===== src/rtl/i128div_pkg.sv =====
// Types and constants shared by the 128-bit divider.
package i128div_pkg;

    localparam int FIELD_BITS = 64;
    localparam int FULL_BITS  = 128;

    localparam logic MODE_UNSIGNED = 1'b0;
    localparam logic MODE_SIGNED   = 1'b1;

    typedef struct packed {
        logic                  mode;
        logic [FIELD_BITS-1:0] dividend_hi;
        logic [FIELD_BITS-1:0] dividend_lo;
        logic [FIELD_BITS-1:0] divisor_hi;
        logic [FIELD_BITS-1:0] divisor_lo;
    } in_word_t;

    typedef struct packed {
        logic [FIELD_BITS-1:0] quotient_hi;
        logic [FIELD_BITS-1:0] quotient_lo;
        logic [FIELD_BITS-1:0] remainder_hi;
        logic [FIELD_BITS-1:0] remainder_lo;
        logic                  divide_by_zero;
    } out_word_t;

    // Control that rides along with each word through the pipeline.
    typedef struct packed {
        logic valid;
        logic neg_q;
        logic neg_r;
        logic zero;
    } ctl_t;

endpackage


===== src/rtl/i128div_stage.sv =====
// One restoring division step with its pipeline register.
module i128div_stage #(
    parameter int WORD_BITS = 128
) (
    input  logic                  aclk,
    input  logic                  aresetn,
    input  logic                  en,
    input  i128div_pkg::ctl_t     ctl_i,
    input  logic [WORD_BITS-1:0]  rem_i,
    input  logic [WORD_BITS-1:0]  qn_i,
    input  logic [WORD_BITS-1:0]  den_i,
    output i128div_pkg::ctl_t     ctl_o,
    output logic [WORD_BITS-1:0]  rem_o,
    output logic [WORD_BITS-1:0]  qn_o,
    output logic [WORD_BITS-1:0]  den_o
);

    i128div_pkg::ctl_t    ctl_reg;
    logic [WORD_BITS-1:0] rem_reg, rem_next;
    logic [WORD_BITS-1:0] qn_reg, qn_next;
    logic [WORD_BITS-1:0] den_reg;
    logic [WORD_BITS+1:0] diff;
    logic                 take;

    // qn holds the unconsumed dividend bits on top and the quotient bits below.
    always_comb begin
        diff     = {1'b0, rem_i, qn_i[WORD_BITS-1]} - {2'b00, den_i};
        take     = ~diff[WORD_BITS+1];
        rem_next = take ? diff[WORD_BITS-1:0] : {rem_i[WORD_BITS-2:0], qn_i[WORD_BITS-1]};
        qn_next  = {qn_i[WORD_BITS-2:0], take};
    end

    always_ff @(posedge aclk) begin
        if (!aresetn) begin
            ctl_reg <= '0;
        end else if (en) begin
            ctl_reg <= ctl_i;
        end
    end

    always_ff @(posedge aclk) begin
        if (en) begin
            rem_reg <= rem_next;
            qn_reg  <= qn_next;
            den_reg <= den_i;
        end
    end

    assign ctl_o = ctl_reg;
    assign rem_o = rem_reg;
    assign qn_o  = qn_reg;
    assign den_o = den_reg;

endmodule


===== config.mk =====
export PLATFORM = sky130hd
export DESIGN_NAME = i128div_stage
export DESIGN_NICKNAME = d
export VERILOG_FILES = /design/src/rtl/i128div_pkg.sv /design/src/rtl/i128div_stage.sv
export SDC_FILE = /design/constraint.sdc
export NUM_CORES = 1
export LEC_CHECK = 0
export ABC_AREA = 1
export BUFFER_PORTS_ARGS = -buffer_cell sky130_fd_sc_hd__buf_4
export CELL_PAD_IN_SITES_DETAIL_PLACEMENT = 0
export CELL_PAD_IN_SITES_GLOBAL_PLACEMENT = 1
export CORE_AREA = 2 2 307 309
export CTS_CLUSTER_DIAMETER = 60
export DETAILED_ROUTE_END_ITERATION = 16
export DIE_AREA = 0 0 309 311
export PLACE_DENSITY = 0.78
export SLEW_MARGIN = 25
export SYNTH_ARGS = -nofsm -noshare
export SYNTH_HDL_FRONTEND = slang
export SYNTH_SLANG_ARGS = --single-unit

===== constraint.sdc =====
create_clock -name aclk -period 4.7 [get_ports aclk]
set_input_delay 0 -clock aclk [delete_from_list [all_inputs] [get_ports aclk]]
set_output_delay 0 -clock aclk [all_outputs]
set_load 0.02 [all_outputs]

==> impl_metrics.json <==
{
  "hp-class": "in2reg",
  "place_inst": 6068,
  "cts_setup_buffers": 0,
  "powerDensity_mw_per_mm2": 307.9,
  "tritoncts": "done",
  "vdd_ir_drop_max_v": 0.0002831,
  "syn_avg_cell_area_um2": 6.931,
  "clock_latency_ns": 0.66,
  "gpl.final_weighted_congestion": 1.005,
  "router_iterations_before_antenna_repair": 5,
  "clk_transition_reported_paths_ns": 0.06,
  "htree_num_levels": 2,
  "switch_share_pct": 34.70,
  "coreArea_mm2": 0.09277,
  "crit_required_ns": 5.23,
  "global_route.overflow_total": 0,
  "grt_pass1_vias": 30111,
  "netlist_area_mm2": 0.02818,
  "period_needed_ns": 3.478,
  "clock_sink_count": 388,
  "area_growth_pct": 46.26,
  "antenna_violating_nets_remaining": 0,
  "die_width_um": 309,
  "critPathKind": "in2reg",
  "yosysWarnings": 0,
  "grt_setup_unrepaired": "no",
  "wl_per_cell_um": 21.58,
  "cp_slowest_cell": "sky130_fd_sc_hd__dlygate4sd3_1",
  "port_buffers": 778,
  "sequentialPowerShare_pct": 34.5,
  "hold_ws_ns": 0.06016,
  "share_of_final_layout_standard_cells_stronger_than_drive_strength_1_pct": 18.81,
  "grt_pass1_wl_um": 200100,
  "synth-seq-area-share_pct": 41.20,
  "internal-power_mw": 8.288,
  "maxCapViolCount": 0,
  "arr_time_crit_path_ns": 4.01,
  "worst-r2r-setup-slack_ns": 3.47,
  "achievable-frequency_mhz": 287.5,
  "timing_hold_violations_final": 0,
  "sum_neg_setup_slack_ns": 0,
  "num_io_pins": 779,
  "finalCritPeriodShare_pct": 74.00,
  "totalWireLength_um": 141800,
  "layout_common_cells": "1651 x sky130_fd_sc_hd__nand2_1, 930 x sky130_fd_sc_hd__inv_1, 784 x sky130_fd_sc_hd__buf_4",
  "track_usage_pct": 28.63,
  "worst_setup_end_kind": "flop",
  "power.share.combinational_pct": 31.7,
  "cp_cell_sequence": "dlygate4sd3_1, buf_4, ha_1, nand2_1, nor3_1, nand2_1, nor2_1, nand2_2, nor3_2, nand2_4, nand2_4, buf_4, nand2_1, nand2_1, dlygate4sd3_1",
  "initial_core_util_pct": 30.38,
  "layout.cells.most_common": "sky130_fd_sc_hd__nand2_1",
  "final-instance-count-excl-fill": 6570,
  "yosysUniqueCellTypes": 35,
  "design.die.area_mm2": 0.09610,
  "dr_total_vias": 29915,
  "post_synthesis_net_count": 4586,
  "critical-path-max-stage-delay_ns": 0.55,
  "detailedPlacementHpwl_um": 116600,
  "antenna_found_initial": 14,
  "clk_path_buf_depth": 3,
  "postSynthCellCount": 4066,
  "share_clk_of_total_power_pct": 33.8,
  "setup_viol_count_final": 0,
  "p_total_mw": 12.69,
  "timing.critical_path.from_type": "primary input",
  "crit_top_cell": "sky130_fd_sc_hd__nand2_1",
  "slew_headroom_pct": 41.97,
  "rows": 112,
  "switching_power_mw": 4.405,
  "fin_worst_skew_ns": 0,
  "post_drt_via_cell_ratio": 4.553,
  "die_height_um": 311,
  "status": "finished, final reports clean",
  "number_of_flip_flops_and_latches_in_the_synthesized_netlist": 388,
  "cts_root_buf": "sky130_fd_sc_hd__clkbuf_16",
  "reported_leakage_power_nw": 21.86,
  "ctsResizeCount": 0,
  "numCtsBuffers": 54,
  "timing.final.max_slew_violations": 0,
  "timing.critical_path.fanout_max": 43,
  "drt_iter0_drc": 2201,
  "timing_worst_slew_pin_value_ns": 0.8704,
  "post_cts_hold_buffer_count": 393,
  "finish.net_count": 5783,
  "grt_max_degree": 128,
  "finalCoreUtilization_pct": 44.43,
  "drc": 0
}
==> power by group through the flow <==
stage / Combinational, mW / Clock [mW] / Sequential (mW)
2_1_floorplan: 1.48 / 0 / 4.88
3_3_place_gp: 3.71 / 0 / 4.44
3_5_place_dp: 3.72 / 0 / 4.44
4_1_cts: 4.02 / 4.37 / 4.37
5_1_grt: 4.32 / 4.52 / 4.41
6_report: 4.02 / 4.29 / 4.38
==> flip-flops by register name (all words and copies together), names as in the netlist <==
register / count
den_o: 128
qn_o: 128
rem_o: 128
ctl_o: 4
==> routing by layer <==
metal  GRT usage, %  routed length (µm)  up-vias  share of wire, %
met5              0                  27        -             0.019
met4          12.95                6817        4               4.8
met3          3.310                7128      211               5.0
met2          52.12               71980     1047                51
met1          33.33               55840    13909                39
li1               -                   -    14744                 -
==> through the flow <==
step                setup slack, ns  area [µm²]
floorplan                     2.763       28180
global placement              1.269       35400
detailed placement            1.251       35400
CTS                           1.211       41190
global route                 0.9926       41210
finish                        1.222       41220
==> path summary, 6_finish.rpt <==
path,startpoint,end,depth (start not counted)
max,rem_i[124],rem_o[2],15
max reg2reg,ctl_o[0],ctl_o[0],3
min reg2reg,ctl_o[1],ctl_o[1],3
min,qn_i[28],qn_o[29],2
==> area by class of cell <==
class | count | area (µm²)
Sequential cell | 388 | 11610
Antenna cell | 9 | 22.52
Fill cell | 9575 | 51550
Tap cell | 1254 | 1569
Timing Repair Buffer | 1183 | 9935
Multi-Input combinational cell | 2666 | 12570
Inverter | 970 | 3641
Clock inverter | 37 | 457.9
Clock buffer | 63 | 1406
==> cells in the mapped netlist (all sizes together) <==
cell	count	area share (%)
a21oi	97	1.7
buf	41	1.3
xor2	62	1.9
fa	1	0.071
o21ai	17	0.30
nand3b	21	0.56
dfxtp	4	0.28
nor4	3	0.067
xnor2	1	0.031
nor3	32	0.59
edfxtp	384	41
clkbuf	1	0.049
a21o	1	0.027
ha	128	5.7
inv	967	13
and2	3	0.067
nand4	30	0.67
nor2	316	4.6
nand3	278	5.6
clkinv	3	0.040
nand2	1670	22
o21bai	6	0.16
==> critical path, delay by kind of cell <==
kind / cells / cell delay (ns)
simple gates: 10 / 2.05
buf+inv: 4 / 1.59
fa+ha+maj: 1 / 0.33
==> kinds of logic (layout without fill, tap and decap cells) <==
kind of cell	count (synthesis)	count (layout)	share of synthesized area, %
simple gates	2353	2353	34.63
buf+inv	1012	2253	14.23
flops	388	388	41.20
fa+ha+maj	129	129	5.754
compound gates	121	121	2.224
xor+xnor	63	63	1.958
other cells	0	9	0
Note: power is estimated with default switching activity, not from simulation.
